## config.mk

```make
export PLATFORM = sky130hd
export DESIGN_NAME = source_text_tokenizer
export DESIGN_NICKNAME = d
export VERILOG_FILES = /design/src/rtl/core/stt_pkg.sv /design/src/rtl/core/stt_front.sv /design/src/rtl/core/stt_queue.sv /design/src/rtl/core/stt_back.sv /design/src/rtl/core/source_text_tokenizer.sv
export SDC_FILE = /design/constraint.sdc
export NUM_CORES = 1
export LEC_CHECK = 0
export BUFFER_PORTS_ARGS = -buffer_cell sky130_fd_sc_hd__clkbuf_2
export CORE_MARGIN = 3
export CORE_UTILIZATION = 35
export CTS_CLUSTER_DIAMETER = 50
export CTS_CLUSTER_SIZE = 10
export DETAILED_ROUTE_END_ITERATION = 6
export GPL_TIMING_DRIVEN = 0
export PLACE_DENSITY_LB_ADDON = 0.05
export REMOVE_ABC_BUFFERS = 1
export SLEW_MARGIN = 20
export SYNTH_ARGS = -nofsm -noshare
export SYNTH_HDL_FRONTEND = slang
export SYNTH_SLANG_ARGS = --single-unit
```

## constraint.sdc

```tcl
create_clock -name clock -period 8.4 [get_ports clock]
set_input_delay 0.84 -clock clock [delete_from_list [all_inputs] [get_ports clock]]
set_output_delay 0.84 -clock clock [all_outputs]
set_load 0.05 [all_outputs]
```

## src/rtl/core/stt_pkg.sv

```systemverilog
// Shared types and constants for the source text tokenizer.
// Holds the transfer structs, token codes and keyword table; depends on nothing.
package stt_pkg;

   // Slots in one result bundle; one source byte yields at most three results.
   localparam int unsigned BUNDLE_SLOTS = 4;
   localparam int unsigned SLOT_W       = $clog2(BUNDLE_SLOTS);
   localparam int unsigned COUNT_W      = $clog2(BUNDLE_SLOTS + 1);
   localparam int unsigned QUEUE_DEPTH  = 4;
   localparam int unsigned QPTR_W       = $clog2(QUEUE_DEPTH);
   localparam int unsigned QCNT_W       = $clog2(QUEUE_DEPTH + 1);
   localparam int unsigned KW_COUNT     = 6;
   localparam int unsigned KW_MAX_TEXT  = 8;

   typedef struct packed {
      logic [7:0] source_byte;
      logic       end_of_text;
   } stt_req_type;

   typedef struct packed {
      logic [4:0] token_type;
      logic [7:0] text_byte;
      logic       token_end;
   } stt_rsp_type;

   typedef struct packed {
      logic [COUNT_W-1:0]                 count;
      stt_rsp_type [BUNDLE_SLOTS-1:0]     item;
   } stt_bundle_type;

   typedef enum logic [4:0] {
      TOK_OPEN_PAREN  = 5'd0,
      TOK_CLOSE_PAREN = 5'd1,
      TOK_ASSIGN      = 5'd2,
      TOK_EQUAL       = 5'd3,
      TOK_NOT         = 5'd4,
      TOK_NOT_EQUAL   = 5'd5,
      TOK_GREATER     = 5'd6,
      TOK_LESS        = 5'd7,
      TOK_ADD         = 5'd8,
      TOK_SUBTRACT    = 5'd9,
      TOK_MULTIPLY    = 5'd10,
      TOK_DIVIDE      = 5'd11,
      TOK_COMMA       = 5'd12,
      TOK_STRING      = 5'd13,
      TOK_INT         = 5'd14,
      TOK_IDENT       = 5'd15,
      TOK_KW_FUNCTION = 5'd16,
      TOK_KW_VARIABLE = 5'd17,
      TOK_KW_END      = 5'd18,
      TOK_KW_IF       = 5'd19,
      TOK_KW_RETURN   = 5'd20,
      TOK_KW_PRINT    = 5'd21,
      TOK_UNKNOWN_KW  = 5'd22
   } tok_kind_type;

   localparam logic [7:0] CHAR_QUOTE = 8'h22;

   // Keyword letters, letter i at index i; unused positions are zero.
   localparam logic [7:0] KW_TEXT [KW_COUNT][KW_MAX_TEXT] = '{
      '{"F", "U", "N", "C", "T", "I", "O", "N"},
      '{"V", "A", "R", "I", "A", "B", "L", "E"},
      '{"E", "N", "D", 8'h00, 8'h00, 8'h00, 8'h00, 8'h00},
      '{"I", "F", 8'h00, 8'h00, 8'h00, 8'h00, 8'h00, 8'h00},
      '{"R", "E", "T", "U", "R", "N", 8'h00, 8'h00},
      '{"P", "R", "I", "N", "T", 8'h00, 8'h00, 8'h00}
   };
   localparam logic [3:0] KW_LEN [KW_COUNT] = '{4'd8, 4'd8, 4'd3, 4'd2, 4'd6, 4'd5};

endpackage

```

## src/rtl/core/stt_front.sv

```systemverilog
// Front end of the tokenizer: accepts source bytes, tracks the scan state and
// builds one bundle of results per byte. Depends on stt_pkg.
module stt_front #(
   parameter int unsigned MAX_KEYWORD_LEN = 8
) (
   input  logic                   clock,
   input  logic                   reset,
   input  logic                   req_valid,
   output logic                   req_ready,
   input  stt_pkg::stt_req_type   req_data,
   output logic                   push_valid,
   input  logic                   push_ready,
   output stt_pkg::stt_bundle_type push_data
);
   import stt_pkg::*;

   localparam int unsigned LET_W = 8 * MAX_KEYWORD_LEN;

   typedef enum logic [2:0] {
      MODE_IDLE = 3'd0,
      MODE_EQ   = 3'd1,
      MODE_BANG = 3'd2,
      MODE_STR  = 3'd3,
      MODE_INT  = 3'd4,
      MODE_KW   = 3'd5,
      MODE_ID   = 3'd6
   } mode_type;

   mode_type         mode_ff, mode_in;
   logic [LET_W-1:0] letters_ff, letters_in;
   logic [3:0]       len_ff, len_in;
   logic             ovf_ff, ovf_in;
   logic             halt_ff, halt_in;
   stt_bundle_type   bundle;
   logic             do_close, do_class;
   logic [5:0]       pend;
   logic [7:0]       b;
   logic             accept;

   function automatic stt_rsp_type mk_text(input logic [7:0] ch);
      stt_rsp_type r;
      r.token_type = 5'd0;
      r.text_byte  = ch;
      r.token_end  = 1'b0;
      return r;
   endfunction

   function automatic stt_rsp_type mk_end(input logic [4:0] t);
      stt_rsp_type r;
      r.token_type = t;
      r.text_byte  = 8'd0;
      r.token_end  = 1'b1;
      return r;
   endfunction

   function automatic logic [4:0] kw_match(input logic [LET_W-1:0] let_v,
                                           input logic [3:0] len_v,
                                           input logic ovf_v);
      logic [4:0] t;
      logic       same;
      t = TOK_UNKNOWN_KW;
      if (!ovf_v) begin
         for (int k = 0; k < KW_COUNT; k++) begin
            same = (len_v == KW_LEN[k]);
            for (int i = 0; i < MAX_KEYWORD_LEN; i++) begin
               if ((i < int'(KW_LEN[k])) && (let_v[8*i +: 8] != KW_TEXT[k][i])) begin
                  same = 1'b0;
               end
            end
            if (same) begin
               t = 5'(int'(TOK_KW_FUNCTION) + k);
            end
         end
      end
      return t;
   endfunction

   // Bit 5 says a pending token is open; bits 4:0 carry its closing type.
   function automatic logic [5:0] pend_of(input mode_type m, input logic [LET_W-1:0] let_v,
                                          input logic [3:0] len_v, input logic ovf_v);
      logic [5:0] p;
      case (m)
         MODE_EQ:   p = {1'b1, TOK_ASSIGN};
         MODE_BANG: p = {1'b1, TOK_NOT};
         MODE_STR:  p = {1'b1, TOK_STRING};
         MODE_INT:  p = {1'b1, TOK_INT};
         MODE_KW:   p = {1'b1, kw_match(let_v, len_v, ovf_v)};
         MODE_ID:   p = {1'b1, TOK_IDENT};
         default:   p = 6'd0;
      endcase
      return p;
   endfunction

   assign b          = req_data.source_byte;
   assign req_ready  = push_ready;
   assign accept     = req_valid && req_ready;
   assign push_valid = req_valid && (bundle.count != '0);
   assign push_data  = bundle;

   always_comb begin
      mode_in    = mode_ff;
      letters_in = letters_ff;
      len_in     = len_ff;
      ovf_in     = ovf_ff;
      halt_in    = halt_ff;
      bundle     = '0;
      do_close   = 1'b0;
      do_class   = 1'b0;
      pend       = 6'd0;

      if (!halt_ff) begin
         case (mode_ff)
            MODE_STR: begin
               if (b == CHAR_QUOTE) begin
                  bundle.item[bundle.count[SLOT_W-1:0]] = mk_end(TOK_STRING);
                  bundle.count = bundle.count + 1'b1;
                  mode_in = MODE_IDLE;
               end else begin
                  bundle.item[bundle.count[SLOT_W-1:0]] = mk_text(b);
                  bundle.count = bundle.count + 1'b1;
               end
            end
            MODE_EQ, MODE_BANG: begin
               if (b == "=") begin
                  bundle.item[bundle.count[SLOT_W-1:0]] = mk_text(b);
                  bundle.count = bundle.count + 1'b1;
                  bundle.item[bundle.count[SLOT_W-1:0]] =
                     mk_end((mode_ff == MODE_EQ) ? TOK_EQUAL : TOK_NOT_EQUAL);
                  bundle.count = bundle.count + 1'b1;
                  mode_in = MODE_IDLE;
               end else begin
                  do_close = 1'b1;
                  do_class = 1'b1;
               end
            end
            MODE_INT: begin
               if (b inside {["0":"9"]}) begin
                  bundle.item[bundle.count[SLOT_W-1:0]] = mk_text(b);
                  bundle.count = bundle.count + 1'b1;
               end else begin
                  do_close = 1'b1;
                  do_class = 1'b1;
               end
            end
            MODE_KW: begin
               if (b inside {["A":"Z"]}) begin
                  if (len_ff < 4'(MAX_KEYWORD_LEN)) begin
                     for (int i = 0; i < MAX_KEYWORD_LEN; i++) begin
                        if (len_ff == 4'(i)) begin
                           letters_in[8*i +: 8] = b;
                        end
                     end
                     len_in = len_ff + 4'd1;
                  end else begin
                     ovf_in = 1'b1;
                  end
                  bundle.item[bundle.count[SLOT_W-1:0]] = mk_text(b);
                  bundle.count = bundle.count + 1'b1;
               end else begin
                  do_close = 1'b1;
                  do_class = 1'b1;
               end
            end
            MODE_ID: begin
               if ((b inside {["A":"Z"], ["a":"z"]}) || (b == "_")) begin
                  bundle.item[bundle.count[SLOT_W-1:0]] = mk_text(b);
                  bundle.count = bundle.count + 1'b1;
               end else begin
                  do_close = 1'b1;
                  do_class = 1'b1;
               end
            end
            default: begin
               mode_in  = MODE_IDLE;
               do_class = 1'b1;
            end
         endcase
      end

      // Close the token that the byte terminated.
      if (do_close) begin
         pend = pend_of(mode_in, letters_in, len_in, ovf_in);
         if (pend[5]) begin
            bundle.item[bundle.count[SLOT_W-1:0]] = mk_end(pend[4:0]);
            bundle.count = bundle.count + 1'b1;
         end
         if (mode_in == MODE_KW) begin
            letters_in = '0;
            len_in     = 4'd0;
            ovf_in     = 1'b0;
         end
         mode_in = MODE_IDLE;
      end

      // Classify the byte from the idle state.
      if (do_class) begin
         case (b)
            "(", ")", ">", "<", "+", "-", "*", "/", ",": begin
               bundle.item[bundle.count[SLOT_W-1:0]] = mk_text(b);
               bundle.count = bundle.count + 1'b1;
               case (b)
                  "(":     bundle.item[bundle.count[SLOT_W-1:0]] = mk_end(TOK_OPEN_PAREN);
                  ")":     bundle.item[bundle.count[SLOT_W-1:0]] = mk_end(TOK_CLOSE_PAREN);
                  ">":     bundle.item[bundle.count[SLOT_W-1:0]] = mk_end(TOK_GREATER);
                  "<":     bundle.item[bundle.count[SLOT_W-1:0]] = mk_end(TOK_LESS);
                  "+":     bundle.item[bundle.count[SLOT_W-1:0]] = mk_end(TOK_ADD);
                  "-":     bundle.item[bundle.count[SLOT_W-1:0]] = mk_end(TOK_SUBTRACT);
                  "*":     bundle.item[bundle.count[SLOT_W-1:0]] = mk_end(TOK_MULTIPLY);
                  "/":     bundle.item[bundle.count[SLOT_W-1:0]] = mk_end(TOK_DIVIDE);
                  default: bundle.item[bundle.count[SLOT_W-1:0]] = mk_end(TOK_COMMA);
               endcase
               bundle.count = bundle.count + 1'b1;
            end
            "=", "!": begin
               bundle.item[bundle.count[SLOT_W-1:0]] = mk_text(b);
               bundle.count = bundle.count + 1'b1;
               mode_in = (b == "=") ? MODE_EQ : MODE_BANG;
            end
            CHAR_QUOTE: begin
               mode_in = MODE_STR;
            end
            default: begin
               if ((b == 8'd0) || b[7]) begin
                  halt_in = 1'b1;
               end else if (b inside {["0":"9"]}) begin
                  bundle.item[bundle.count[SLOT_W-1:0]] = mk_text(b);
                  bundle.count = bundle.count + 1'b1;
                  mode_in = MODE_INT;
               end else if (b inside {["A":"Z"]}) begin
                  letters_in         = '0;
                  letters_in[7:0]    = b;
                  len_in             = 4'd1;
                  ovf_in             = 1'b0;
                  bundle.item[bundle.count[SLOT_W-1:0]] = mk_text(b);
                  bundle.count = bundle.count + 1'b1;
                  mode_in = MODE_KW;
               end else if (b inside {["a":"z"]}) begin
                  bundle.item[bundle.count[SLOT_W-1:0]] = mk_text(b);
                  bundle.count = bundle.count + 1'b1;
                  mode_in = MODE_ID;
               end
            end
         endcase
      end

      // Last byte: close what is open unless halted, then return to the reset state.
      if (req_data.end_of_text) begin
         if (!halt_in) begin
            pend = pend_of(mode_in, letters_in, len_in, ovf_in);
            if (pend[5]) begin
               bundle.item[bundle.count[SLOT_W-1:0]] = mk_end(pend[4:0]);
               bundle.count = bundle.count + 1'b1;
            end
         end
         mode_in    = MODE_IDLE;
         letters_in = '0;
         len_in     = 4'd0;
         ovf_in     = 1'b0;
         halt_in    = 1'b0;
      end
   end

   always_ff @(posedge clock) begin
      if (reset) begin
         mode_ff    <= MODE_IDLE;
         letters_ff <= '0;
         len_ff     <= 4'd0;
         ovf_ff     <= 1'b0;
         halt_ff    <= 1'b0;
      end else if (accept) begin
         mode_ff    <= mode_in;
         letters_ff <= letters_in;
         len_ff     <= len_in;
         ovf_ff     <= ovf_in;
         halt_ff    <= halt_in;
      end
   end

endmodule

```

## src/rtl/core/stt_queue.sv

```systemverilog
// Short bundle queue between the tokenizer front and back ends.
// Depends on stt_pkg for the bundle type and depth.
module stt_queue (
   input  logic                    clock,
   input  logic                    reset,
   input  logic                    in_valid,
   output logic                    in_ready,
   input  stt_pkg::stt_bundle_type in_data,
   output logic                    out_valid,
   input  logic                    out_ready,
   output stt_pkg::stt_bundle_type out_data
);
   import stt_pkg::*;

   stt_bundle_type    mem_ff [QUEUE_DEPTH];
   logic [QPTR_W-1:0] wr_ptr_ff, wr_ptr_in;
   logic [QPTR_W-1:0] rd_ptr_ff, rd_ptr_in;
   logic [QCNT_W-1:0] count_ff, count_in;
   logic              push, pop;

   assign in_ready  = (count_ff != QCNT_W'(QUEUE_DEPTH));
   assign out_valid = (count_ff != '0);
   assign out_data  = mem_ff[rd_ptr_ff];
   assign push      = in_valid && in_ready;
   assign pop       = out_valid && out_ready;

   always_comb begin
      wr_ptr_in = push ? wr_ptr_ff + 1'b1 : wr_ptr_ff;
      rd_ptr_in = pop  ? rd_ptr_ff + 1'b1 : rd_ptr_ff;
      count_in  = count_ff;
      if (push && !pop) begin
         count_in = count_ff + 1'b1;
      end else if (pop && !push) begin
         count_in = count_ff - 1'b1;
      end
   end

   always_ff @(posedge clock) begin
      if (push) begin
         mem_ff[wr_ptr_ff] <= in_data;
      end
   end

   always_ff @(posedge clock) begin
      if (reset) begin
         wr_ptr_ff <= '0;
         rd_ptr_ff <= '0;
         count_ff  <= '0;
      end else begin
         wr_ptr_ff <= wr_ptr_in;
         rd_ptr_ff <= rd_ptr_in;
         count_ff  <= count_in;
      end
   end

endmodule

```

## src/rtl/core/stt_back.sv

```systemverilog
// Back end of the tokenizer: walks the slots of the head bundle and drives
// the result channel through an output register. Depends on stt_pkg.
module stt_back (
   input  logic                    clock,
   input  logic                    reset,
   input  logic                    head_valid,
   output logic                    head_pop,
   input  stt_pkg::stt_bundle_type head_data,
   output logic                    rsp_valid,
   input  logic                    rsp_ready,
   output stt_pkg::stt_rsp_type    rsp_data
);
   import stt_pkg::*;

   logic [SLOT_W-1:0] slot_ff, slot_in;
   logic              rsp_valid_ff, rsp_valid_in;
   stt_rsp_type       rsp_data_ff, rsp_data_in;
   logic              load, last_slot;

   assign load      = head_valid && (!rsp_valid_ff || rsp_ready);
   assign last_slot = (COUNT_W'(slot_ff) + 1'b1) == head_data.count;
   assign head_pop  = load && last_slot;
   assign rsp_valid = rsp_valid_ff;
   assign rsp_data  = rsp_data_ff;

   always_comb begin
      slot_in      = slot_ff;
      rsp_valid_in = rsp_valid_ff && !rsp_ready;
      rsp_data_in  = rsp_data_ff;
      if (load) begin
         rsp_valid_in = 1'b1;
         rsp_data_in  = head_data.item[slot_ff];
         slot_in      = last_slot ? '0 : slot_ff + 1'b1;
      end
   end

   always_ff @(posedge clock) begin
      rsp_data_ff <= rsp_data_in;
      if (reset) begin
         slot_ff      <= '0;
         rsp_valid_ff <= 1'b0;
      end else begin
         slot_ff      <= slot_in;
         rsp_valid_ff <= rsp_valid_in;
      end
   end

endmodule

```

## src/rtl/core/source_text_tokenizer.sv

```systemverilog
// Source text tokenizer, top level: front end, bundle queue and back end.
// Depends on stt_pkg, stt_front, stt_queue and stt_back.
//
// Source bytes enter one per transfer on the req_ channel; each accepted byte
// produces zero to three results on the rsp_ channel: token text bytes, then
// a token-end result that carries the token type. The front end classifies a
// byte in the cycle it arrives and writes all of that byte's results as one
// bundle into a four-entry queue; the back end hands the bundle's results out
// one per cycle through an output register while rsp_ready is high.
// A byte is accepted every cycle while the queue has a free entry, so the
// input rate is one byte per cycle; the output side drains one result per
// cycle, which sets the sustained rate (a byte closing one token and opening
// a one-byte token yields three results). The first result of a byte passes
// through a queue entry and then the output register before it reaches rsp_.
// A zero byte or one of 128 and above outside a string stops all output until
// a byte with end_of_text set arrives, which closes any open token and returns
// the block to its reset state.
module source_text_tokenizer #(
   parameter int unsigned MAX_KEYWORD_LEN = 8
) (
   input  logic                 clock,
   input  logic                 reset,
   input  logic                 req_valid,
   output logic                 req_ready,
   input  stt_pkg::stt_req_type req_data,
   output logic                 rsp_valid,
   input  logic                 rsp_ready,
   output stt_pkg::stt_rsp_type rsp_data
);
   import stt_pkg::*;

   // Front to queue: one bundle per byte that yields any result.
   logic           push_valid, push_ready;
   stt_bundle_type push_data;

   // Queue to back end: head bundle, popped after its last slot goes out.
   logic           head_valid, head_pop;
   stt_bundle_type head_data;

   stt_front #(
      .MAX_KEYWORD_LEN(MAX_KEYWORD_LEN)
   ) u_front (
      .clock      (clock),
      .reset      (reset),
      .req_valid  (req_valid),
      .req_ready  (req_ready),
      .req_data   (req_data),
      .push_valid (push_valid),
      .push_ready (push_ready),
      .push_data  (push_data)
   );

   stt_queue u_queue (
      .clock     (clock),
      .reset     (reset),
      .in_valid  (push_valid),
      .in_ready  (push_ready),
      .in_data   (push_data),
      .out_valid (head_valid),
      .out_ready (head_pop),
      .out_data  (head_data)
   );

   stt_back u_back (
      .clock      (clock),
      .reset      (reset),
      .head_valid (head_valid),
      .head_pop   (head_pop),
      .head_data  (head_data),
      .rsp_valid  (rsp_valid),
      .rsp_ready  (rsp_ready),
      .rsp_data   (rsp_data)
   );

endmodule

```

==> flow_summary_export.csv <==
group,metric,value,unit
synth,yosysSeqAreaShare,53.3,%
status,status,"finished, final reports clean",
worst_setup_path,r2r_end,"u_queue.count_ff[2]",
clock_tree,htreeDepth,2,
floorplanning,die_h,228,µm
routing,antenna_left,0,
synth,synth_top_area_cell,"edfxtp_1",
sta,drv_slew,0,
power,fin_total_pwr,4580,µW
floorplanning,die_w,228,µm
worst_setup_path,arrival,7.91,ns
worst_setup_path,crit_buf_inv,4,
clock_tree,worst_skew_pair.late_latency,0.59,ns
synth,syn_area_per_cell,11.7,µm²
synth,synth_warnings,0,
finish,syn_to_final_growth,13.8,%
clock_tree,postCtsHoldBufs,0,
worst_setup_path,slowest_delay,0.75,ns
sta,period_needed,7.41,ns
synth,ys_ff_latch,335,
clock_tree,post_cts_buffers,0,
power,p_sw_share,28.7,%
worst_setup_path,rrSetupSlack,1.29,ns
sta,fmax,135,MHz
worst_setup_path,cp_top_family,"compound AO/OA/AOI/OAI gates",
finish,postLayoutCellArea,0.0197,mm²
global_route,grt_max_degree,60,
synth,synth_top_area_share,43.4,%
sta,fin_crit_sh,88.2,%
global_route,gr-total-overflow,0,
sta,finalSetupViolCount,0,
routing,wl_per_cell,24.6,µm
clock_tree,cts_buffer_depth,3,
synth,synth_edf_count,250,
job,cap_violations,0,
place,placed_cells,2093,
place,portBuffers,28,
routing,avgViaCountPerCell,5.87,
finish,fillers,4701,
global_route,grt_pass1_wl,81300,µm
clock_tree,numCtsBuffers,44,
clock_tree,cts_sinks,335,
worst_setup_path,worstRegToRegCells,22,
synth,syn_area,0.0173,mm²
worst_setup_path,cp_max_fo,33,
worst_setup_path,critPathKind,"input port to flip-flop",
power,p_leak,0.00665,µW
sta,clock_skew,0.0351,ns
finish,n_antenna_cell,0,
floorplanning,core,0.0482,mm²
sta,worstMarginPinSlew,1.09,ns
clock_tree,ctsResizeCount,0,
worst_hold_path,hp-class,"flip-flop to flip-flop",
sta,max-slew-margin-rel,26.8,%
floorplanning,rows,80,
finish,multi_input_area,0.00766,mm²
worst_hold_path,holdPathEnd,"u_front.letters_ff[54]",
clock_tree,root_buffer,"clkbuf_16",
synth,yosys-top-cells-area,"edfxtp_1, dfxtp_1, mux4_2, nor2_1, a21oi_1",
finish,fin_cells,2168,
power,power_density,233,mW/mm²
finish,fin_nets,1523,
synth,syn_inst,1475,
worst_setup_path,worstSetupStartpointType,"input port",
global_route,grt_antenna_before_repair,1,
synth,synth.distinct_cells,98,
floorplanning,die_area,0.0521,mm²
power,seqPwrFrac,42.7,%
synth,ys.flop_type,"edfxtp_1",
worst_hold_path,worstHoldStart,"u_front.letters_ff[54]",
place,placed_area,0.0183,mm²
finish,drive_gt1_share,15.0,%
floorplanning,io_pins,29,
sta,hold_viol_final,0,
power,p_int,3270,µW
place,hpwl,35800,µm
power,combPwrFrac,18.9,%
finish,regArea,0.00922,mm²
worst_setup_path,r2r_start,"u_front.mode_ff[2]",
power,peakVddDrop,0.172,mV
clock_tree,cts_tree,"done",
global_route,grt_usage,20.3,%
routing,wl,53300,µm
global_route,grt_pass1_vias,12800,
clock_tree,cts.clk_slew.worst_paths,0.05,ns
routing,drt_iter0_markers,1011,
worst_setup_path,crit_slowest_cell,"a221oi_2",
synth,synth_async_sr_flop_share,0,%
worst_hold_path,min_delay_path_depth,1,
routing,vias,12700,
worst_setup_path,worstSetupEndpointType,"flip-flop",
power,power_frac_clock,38.4,%
worst_setup_path,cp_cell_sequence,"clkbuf_2 -> and2_1 -> a221oi_2 -> a221oi_1 -> or3_1 -> ha_1 -> a21o_1 -> inv_1 -> ha_1 -> o21ai_0 -> a21oi_1 -> a221oi_1 -> inv_1 -> ha_1 -> xor2_1 -> nand4_1 -> o211a_1 -> ha_1 -> inv_1 -> fa_1 -> xor2_1 -> or3_1 -> a21oi_1",
routing,dr.pass1.iters,5,
routing,route.detailed.drc,0,
worst_setup_path,required,8.90,ns
power,p_switching,1320,µW
place,place_congestion,0.921,
floorplanning,start_util,35.8,%
worst_setup_path,path_common_cell,"ha_1",
sta,rsz0062_at_grt,"false",
[metal layers]
metal,up-vias,global-route usage (%),wire length (µm)
met5,-,0,0
met4,0,6.53,1530
met3,93,3.93,2970
met2,388,31.7,24200
met1,6445,28.5,24600
li1,5791,-,-
[through the flow]
stage                     TNS (ns)  util [%]  setup slack [ns]  hold slack (ns)
after floorplan                  0         -              1.69            0.433
after global placement     -345.05      37.1             -1.54            0.447
after detailed placement         0      37.9             0.385            0.452
after CTS                        0      40.8             0.943            0.473
after global routing             0      40.8             0.565            0.484
final                            0      40.8             0.988            0.472
[power by group through the flow]
stage               sequential, µW  clock [µW]  combinational [µW]
CTS                           1960        1820                 885
detailed placement            1990           0                 884
global route                  1970        1890                 933
floorplan                     2140           0                 405
global placement              2060           0                 773
finish                        1950        1760                 866
[synth_stat cells, drive strengths merged, types with 26 or more instances]
cell type and n:
ha 26, dfxtp 85, inv 31, nor2 152
buf 33, edfxtp 250, and3 42, nand3 42
nor3 41, mux4 73, o21ai 78, clkbuf 59
a21oi 75, nand4 27, a22oi 48, nand2 95
[state kept, by name, indices dropped and copies added, names as in the netlist, 2 cells and up, named ones only]
signal	count
u_queue.mem_ff	236
u_front.letters_ff	64
u_back.rsp_data	14
u_front.len_ff	4
u_front.mode_ff	3
u_queue.count_ff	3
u_back.slot_ff	2
u_queue.rd_ptr_ff	2
u_queue.wr_ptr_ff	2
[worst max-delay path by stage]
stage	start	to	slack, ns	depth (start not counted)
2_1_floorplan	req_data[6]	u_queue.mem_ff[0][0]	1.69	18
3_3_place_gp	req_data[5]	u_queue.mem_ff[1][33]	-1.54	18
3_5_place_dp	req_data[5]	u_queue.count_ff[2]	0.39	23
4_1_cts	req_data[5]	u_queue.count_ff[2]	0.94	23
5_1_grt	req_data[5]	u_queue.count_ff[2]	0.56	23
6_report	req_data[4]	u_queue.count_ff[2]	0.99	23
[cell usage in the layout, fill, tap and decap left out, types with 10 or more instances in the layout]
master	n
and3b_1	16
clkbuf_16	45
o21a_1	10
dfxtp_1	81
o31ai_1	12
a221oi_1	11
edfxtp_1	250
nor2_1	152
clkbuf_2	27
nand4_1	27
mux4_2	73
mux2i_1	15
a22oi_1	47
nor2b_1	16
or3_1	12
inv_1	30
nand3_1	42
a21oi_1	72
o21ai_0	67
ha_1	26
conb_1	12
and3_1	42
nand2_1	94
o21ai_1	11
o211ai_1	13
clkbuf_1	14
nor3_1	38
a31oi_1	12
[worst reg2reg max path, stage by stage, from the launching register on]
cell and delay, ns:
dfxtp_1 0.88, clkinv_1 0.58, a211o_1 0.40, and2_1 0.15, or3_1 0.41, ha_1 0.43
a21o_1 0.38, inv_1 0.20, ha_1 0.41, o21ai_0 0.21, a21oi_1 0.09, a221oi_1 0.50
inv_1 0.18, ha_1 0.29, xor2_1 0.18, nand4_1 0.13, o211a_1 0.33, ha_1 0.25
inv_1 0.06, fa_1 0.37, xor2_1 0.18, or3_1 0.30, a21oi_1 0.14
[area by class of cell]
| type | instances | share of cell area, % |
|---|---|---|
| Clock buffer | 63 | 6.27 |
| Clock inverter | 12 | 0.680 |
| Inverter | 33 | 0.630 |
| Multi-Input combinational cell | 1026 | 39.0 |
| Sequential cell | 335 | 46.9 |
| Tap cell | 656 | 4.17 |
| Timing Repair Buffer | 43 | 2.44 |
[logic make-up (layout without fill, tap and decap cells)]
family                   after synthesis  in the layout  synth area share, %
other                                  1             12               0.0217
flip-flops                           335            335                 53.3
multiplexers                          92             92                 10.6
AO/OA/AOI/OAI                        357            357                 14.3
buffers and inverters                125            151                 2.94
adder cells (fa/ha/maj)               27             27                 2.00
AND/OR/NAND/NOR                      523            523                 16.1
XOR/XNOR                              15             15                0.760
Note: power is estimated with default switching activity, not from simulation.
